[src/hw/rtl/sfc_pkg.sv]
// Shared types and constants for the SPI frame CRC-8 checker.
// Used by the CRC byte update, the frame controller, the top level and the testbench; depends on nothing.
`timescale 1ns / 1ps

package sfc_pkg;

   localparam int unsigned BYTE_W      = 8;
   localparam int unsigned CSR_INDEX_W = 8;

   // Register indexes on the configuration port.
   localparam logic [CSR_INDEX_W-1:0] CSR_POLYNOMIAL = 8'd0;
   localparam logic [CSR_INDEX_W-1:0] CSR_INITIAL    = 8'd1;

   // Register reset values.
   localparam logic [BYTE_W-1:0] POLY_RESET = 8'h07;
   localparam logic [BYTE_W-1:0] INIT_RESET = 8'h00;

   typedef struct packed {
      logic [BYTE_W-1:0] polynomial;
      logic [BYTE_W-1:0] initial_value;
   } cfg_type;

   typedef struct packed {
      logic              hit;
      logic [BYTE_W-1:0] first_payload;
      logic [BYTE_W-1:0] second_payload;
   } result_type;

endpackage

[src/hw/rtl/sfc_crc_byte.sv]
// One-byte MSB-first CRC-8 update, unrolled over the eight bit steps.
// Depends on sfc_pkg for the byte width.
`timescale 1ns / 1ps

module sfc_crc_byte
   import sfc_pkg::*;
(
   input  logic [BYTE_W-1:0] crc,
   input  logic [BYTE_W-1:0] data,
   input  logic [BYTE_W-1:0] polynomial,
   output logic [BYTE_W-1:0] crc_next
);

   localparam logic [BYTE_W-1:0] TOP_BIT = 8'h80;

   logic [BYTE_W-1:0] v;

   always_comb begin
      v = crc ^ data;
      for (int k = 0; k < BYTE_W; k++) begin
         if ((v & TOP_BIT) != '0) begin
            v = {v[BYTE_W-2:0], 1'b0} ^ polynomial;
         end else begin
            v = {v[BYTE_W-2:0], 1'b0};
         end
      end
      crc_next = v;
   end

endmodule

[src/hw/rtl/sfc_frame_ctrl.sv]
// Frame controller: byte position counter, held payload and running CRC.
// Depends on sfc_pkg and sfc_crc_byte.
`timescale 1ns / 1ps

module sfc_frame_ctrl
   import sfc_pkg::*;
#(
   parameter int unsigned PAYLOAD_BYTES = 2
)
(
   input  logic              clock,
   input  logic              reset,
   input  cfg_type           cfg,
   input  logic              advance,
   input  logic [BYTE_W-1:0] rx_byte,
   output result_type        result
);

   localparam int unsigned POS_W = $clog2(PAYLOAD_BYTES + 1);
   localparam logic [POS_W-1:0] CHECK_POS = POS_W'(PAYLOAD_BYTES);

   logic [POS_W-1:0]  pos_ff, pos_in;
   logic [BYTE_W-1:0] crc_ff, crc_in;
   logic [BYTE_W-1:0] first_ff;
   logic [BYTE_W-1:0] second_ff;
   logic [BYTE_W-1:0] crc_start;
   logic [BYTE_W-1:0] crc_next;
   logic              is_check;

   assign is_check  = (pos_ff == CHECK_POS);
   assign crc_start = (pos_ff == '0) ? cfg.initial_value : crc_ff;

   sfc_crc_byte u_crc (
      .crc        (crc_start),
      .data       (rx_byte),
      .polynomial (cfg.polynomial),
      .crc_next   (crc_next)
   );

   always_comb begin
      pos_in = pos_ff;
      crc_in = crc_ff;
      if (advance) begin
         if (is_check) begin
            pos_in = '0;
         end else begin
            pos_in = pos_ff + 1'b1;
            crc_in = crc_next;
         end
      end
   end

   always_ff @(posedge clock) begin
      if (reset) begin
         pos_ff <= '0;
         crc_ff <= INIT_RESET;
      end else begin
         pos_ff <= pos_in;
         crc_ff <= crc_in;
      end
   end

   // Only the first two payload bytes ever leave the block.
   always_ff @(posedge clock) begin
      if (advance && pos_ff == POS_W'(0)) begin
         first_ff <= rx_byte;
      end
      if (advance && PAYLOAD_BYTES >= 2 && pos_ff == POS_W'(1)) begin
         second_ff <= rx_byte;
      end
   end

   always_comb begin
      result.hit            = advance && is_check && (rx_byte == crc_ff);
      result.first_payload  = first_ff;
      result.second_payload = (PAYLOAD_BYTES >= 2) ? second_ff : '0;
   end

endmodule

[src/hw/rtl/spi_frame_crc8_checker_core.sv]
// A frame's result is registered: its check byte transfer loads the input register,
// and a passing frame's payload goes into the result register once it is free or draining.
// Throughput: one byte per cycle while the result register is free or draining.
// Reset clears the byte position, the input and result valid flags, and sets
// the polynomial register to 0x07 and the initial value register to 0x00.
`timescale 1ns / 1ps

module spi_frame_crc8_checker_core
   import sfc_pkg::*;
#(
   parameter int unsigned PAYLOAD_BYTES = 2
)
(
   input  logic                   clock,
   input  logic                   reset,
   input  logic                   csr_valid,
   output logic                   csr_ready,
   input  logic [CSR_INDEX_W-1:0] csr_index,
   input  logic [BYTE_W-1:0]      csr_wdata,
   input  logic                   req_valid,
   output logic                   req_ready,
   input  logic [BYTE_W-1:0]      req_rx_byte,
   output logic                   rsp_valid,
   input  logic                   rsp_ready,
   output logic [BYTE_W-1:0]      rsp_first_payload,
   output logic [BYTE_W-1:0]      rsp_second_payload
);

   cfg_type           cfg_ff, cfg_in;
   logic              in_valid_ff, in_valid_in;
   logic [BYTE_W-1:0] in_byte_ff;
   logic              rsp_valid_ff, rsp_valid_in;
   logic [BYTE_W-1:0] first_ff;
   logic [BYTE_W-1:0] second_ff;
   logic              advance;
   result_type        result;

   assign csr_ready = 1'b1;

   always_comb begin
      cfg_in = cfg_ff;
      if (csr_valid) begin
         if (csr_index == CSR_POLYNOMIAL) begin
            cfg_in.polynomial = csr_wdata;
         end else if (csr_index == CSR_INITIAL) begin
            cfg_in.initial_value = csr_wdata;
         end
      end
   end

   // The held byte moves on whenever the result register is free or draining.
   assign advance   = in_valid_ff && (!rsp_valid_ff || rsp_ready);
   assign req_ready = !in_valid_ff || advance;

   always_comb begin
      in_valid_in = in_valid_ff;
      if (req_valid && req_ready) begin
         in_valid_in = 1'b1;
      end else if (advance) begin
         in_valid_in = 1'b0;
      end
      rsp_valid_in = rsp_valid_ff;
      if (advance && result.hit) begin
         rsp_valid_in = 1'b1;
      end else if (rsp_ready) begin
         rsp_valid_in = 1'b0;
      end
   end

   always_ff @(posedge clock) begin
      if (reset) begin
         cfg_ff.polynomial    <= POLY_RESET;
         cfg_ff.initial_value <= INIT_RESET;
         in_valid_ff          <= 1'b0;
         rsp_valid_ff         <= 1'b0;
      end else begin
         cfg_ff       <= cfg_in;
         in_valid_ff  <= in_valid_in;
         rsp_valid_ff <= rsp_valid_in;
      end
   end

   always_ff @(posedge clock) begin
      if (req_valid && req_ready) begin
         in_byte_ff <= req_rx_byte;
      end
      if (advance && result.hit) begin
         first_ff  <= result.first_payload;
         second_ff <= result.second_payload;
      end
   end

   sfc_frame_ctrl #(
      .PAYLOAD_BYTES (PAYLOAD_BYTES)
   ) u_frame (
      .clock   (clock),
      .reset   (reset),
      .cfg     (cfg_ff),
      .advance (advance),
      .rx_byte (in_byte_ff),
      .result  (result)
   );

   assign rsp_valid          = rsp_valid_ff;
   assign rsp_first_payload  = first_ff;
   assign rsp_second_payload = second_ff;

endmodule

[config.mk]
export PLATFORM = sky130hd
export DESIGN_NAME = spi_frame_crc8_checker_core
export DESIGN_NICKNAME = d
export VERILOG_FILES = /design/src/hw/rtl/sfc_pkg.sv /design/src/hw/rtl/sfc_crc_byte.sv /design/src/hw/rtl/sfc_frame_ctrl.sv /design/src/hw/rtl/spi_frame_crc8_checker_core.sv
export SDC_FILE = /design/constraint.sdc
export NUM_CORES = 1
export LEC_CHECK = 0
export BUFFER_PORTS_ARGS = -buffer_cell sky130_fd_sc_hd__buf_2
export CAP_MARGIN = 20
export CORE_MARGIN = 8
export CORE_UTILIZATION = 53
export CTS_CLUSTER_SIZE = 28
export DETAILED_ROUTE_END_ITERATION = 6
export MAX_ROUTING_LAYER = met4
export PLACE_DENSITY = 0.76
export SLEW_MARGIN = 20
export SYNTH_ARGS = -nofsm -noshare
export SYNTH_HDL_FRONTEND = slang
export SYNTH_SLANG_ARGS = --single-unit
export TNS_END_PERCENT = 30
[constraint.sdc]
create_clock -name clock -period 3.7 [get_ports clock]
set_clock_uncertainty 0.1 [all_clocks]
set_input_delay 0.74 -clock clock [delete_from_list [all_inputs] [get_ports clock]]
set_output_delay 0.74 -clock clock [all_outputs]
set_load 0.02 [all_outputs]
==> metrics <==
dpl cells 610; std cell rows 32; initial DRC count 293; Worst EP required 3.84 ns; Cells after Synth 409; nets@finish 574; Finished Cell Area 0.00583 mm2; CP Max Fanout 5; worst-skew pair later-pin latency 0.34 ns; post-route ant nets 0; reg2reg setup slack -0.60 ns; setup TNS -4.45 ns; Switching Share 26.2%; total track usage 23.8%; mapped cell area 0.00423 mm2; router iterations before antenna repair 5; Slew Limit Fails 0; RePlAce Congestion 0.891; Starting Density 54.8%; Setup-failing EPs final 8; synthesis-to-finish area growth 37.8%; routed length per instance 20.0 um; sequential cell area fraction in the yosys report 41.6%; die width 105 um; Crit. End Element flop; PortBufs 46; clock buffer count from CTS 9; first-pass GRT wire length 20,500 um; CP bufs+invs 3; die area 0.0111 mm2; headroom to the max-slew limit 42.7%; worst-case clock buffer depth 2; switching power 0.000544 W; Post-Layout Cell Count 652; Max H-tree Level 3; failing checks negative setup slack; DRC viols 0; top_reg_cell synth edfxtp_1; gr ovfl total 0; crit start category flop; crit-path max cell delay 0.43 ns; vias in the first global route 4,035; Via density 6.10; Worst-Margin Slew 0.852 ns; Die Height 105 um; Synth Register Bits 68; Cell Area, Placed 0.00507 mm2; endpoints failing hold 0; core footprint 0.00773 mm2; CP most frequent cell buf_6; Reg clk slew, reported paths 0.07 ns; largest net degree at the start of global routing 30; Period minus WS final 4.30 ns; number of flops mapped to enable cells by yosys 40; CP arrival 4.44 ns; final WL 13,100 um; Area contributors post-synth edfxtp_1 (28%), dfxtp_1 (13%), mux2i_1 (6.6%); worst vdd ir 0.000353 V; YS warnings 0; critical path class reg -> reg; Synth Area per Inst 10.3 um2; largest delay contributor family on the critical path compound AO/OA/AOI/OAI gates; n_diodes 0; initial antenna violation count 0; Post-CTS Hold Fix Bufs 0; Hold WC Path Type reg -> reg; crit-path cells or3b_4 -> a21bo_4 -> a211oi_4 -> a31oi_4 -> a31o_4 -> a32o_2 -> buf_6 -> nor4_4 -> o211ai_1 -> buf_4 -> a21oi_4 -> buf_6 -> mux2i_4 -> xnor2_2 -> a211oi_1 -> nor4_1; Gate power share 24.3%; Tot Pwr 0.00208 W; DP HPWL 9180 um; share of cells above drive strength 1 40.5%; Leak 2.38 nW; Synth area leader edfxtp_1; clock root buffer clkbuf_8; fmax 232 MHz; P per Cell Area 356 mW/mm2; RSZ-0062 raised after global routing true; Sequential Power Share 40.9%; via count 3,975; CP max stage cell or3b_4; status finished with violations; area share of the largest cell type after synthesis 28.4%; Synthesized Nets 438; Filler cells 488; final worst-path setup slack -0.603 ns; max cap viols 0; clk sinks 68; TritonCTS clock tree yes; io pins 48; Async SR Flop Fraction 0%; Int Pwr 0.00153 W; distinct cell type count after synthesis 72; crit share post-route 116%; Clock Power Share 34.8%
-- sequential cells by signal, summed over array words and instances (netlist names) --
signal,count
cfg_ff,16
u_frame.crc_ff,8
u_frame.pos_ff,2
u_frame.first_ff,8
rsp_valid,1
u_frame.second_ff,8
in_byte_ff,8
rsp_first_payload,8
rsp_second_payload,8
in_valid_ff,1
-- power groups by stage --
| stage | clock network (W) | registers, W | logic [W] |
|---|---|---|---|
| final | 0.000723 | 0.000851 | 0.000505 |
| after global routing | 0.000763 | 0.000852 | 0.000538 |
| after CTS | 0.000730 | 0.000849 | 0.000470 |
| after detailed placement | 0 | 0.000865 | 0.000413 |
| after global placement | 0 | 0.000863 | 0.000405 |
| after floorplan | 0 | 0.000859 | 0.000285 |
-- cell type report --
type / count / area, um2 / area share [%]
Multi-Input combinational cell: 314 / 2670 / 45.8
Sequential cell: 68 / 1770 / 30.3
Timing Repair Buffer: 143 / 992 / 17.0
Clock buffer: 10 / 128 / 2.19
Tap cell: 102 / 128 / 2.19
Clock inverter: 6 / 111 / 1.91
Inverter: 9 / 33.8 / 0.579
-- path summary, 6_finish.rpt --
check                       start               endpoint  cells past startpoint
min          u_frame.second_ff[0]  rsp_second_payload[0]                      0
max reg2reg     u_frame.pos_ff[1]      u_frame.crc_ff[7]                     16
min reg2reg  u_frame.second_ff[0]  rsp_second_payload[0]                      0
max             u_frame.pos_ff[1]      u_frame.crc_ff[7]                     16
-- cell families after synthesis --
logic type | after synthesis | share of synthesized area [%]
AND/OR/NAND/NOR | 141 | 17.7
AO/OA/AOI/OAI | 103 | 19.4
flip-flops | 68 | 41.6
XOR/XNOR | 40 | 11.6
multiplexers | 28 | 6.62
buffers and inverters | 28 | 2.99
other | 1 | 0.0886
-- cells in the final DEF (no fill, tap or decap), drive strengths merged, types with 6 or more instances in the layout --
cell / synthesis / final
a211o: 8 / 8
nor3: 12 / 12
xor2: 14 / 14
nor4: 8 / 8
nand4: 6 / 6
buf: 8 / 143
nand3: 17 / 17
o211ai: 9 / 9
nand2: 34 / 34
mux2i: 28 / 28
a221oi: 8 / 8
xnor3: 9 / 9
inv: 9 / 10
a21oi: 19 / 19
a211oi: 6 / 6
xnor2: 17 / 18
nor2: 35 / 35
edfxtp: 40 / 40
nand3b: 7 / 7
o21ai: 18 / 18
dfxtp: 28 / 28
clkbuf: 11 / 10
-- per-layer routing --
| layer | vias to the layer above | global-route usage, % | wire length, um |
|---|---|---|---|
| met3 | 49 | 4.81 | 807 |
| met1 | 1917 | 26.7 | 5160 |
| li1 | 1825 | - | - |
| met4 | 0 | 11.2 | 550 |
| met5 | - | - | 0 |
| met2 | 184 | 39.9 | 6540 |
-- synth_stat cells (all sizes together), types with 2 or more instances --
library cell  number
a21boi             3
o21a               3
nor2              35
nand2             34
a211oi             6
buf                8
a221oi             8
nand2b             4
o22ai              2
a21bo              2
a32oi              2
nor4               8
nor3              12
o211ai             9
dfxtp             28
nor2b              2
a31o               2
and4               5
xor2              14
nand3b             7
a21o               5
xnor2             17
o21ai             18
inv                9
mux2i             28
a21oi             19
a311oi             2
xnor3              9
nand4              6
and3b              2
a2111oi            2
a31oi              4
or3b               2
edfxtp            40
clkbuf            11
and3               2
a211o              8
nand3             17
-- metrics by stage --
stage	setup slack, ns	utilization [%]	hold slack, ns
2_1_floorplan	-0.220	-	0.300
3_3_place_gp	-0.451	65.6	0.301
3_5_place_dp	-0.510	65.6	0.308
4_1_cts	-0.389	73.3	0.325
5_1_grt	-0.739	75.5	0.333
6_report	-0.603	75.5	0.324
-- repair_timing --
item	4_1_cts	5_1_grt
gates resized for setup	40	18
pin swaps	35	24
setup endpoints to repair	8	8
buffers inserted	14	11
gates cloned	1	0
No activity file was read; power rests on OpenSTA's default activity.
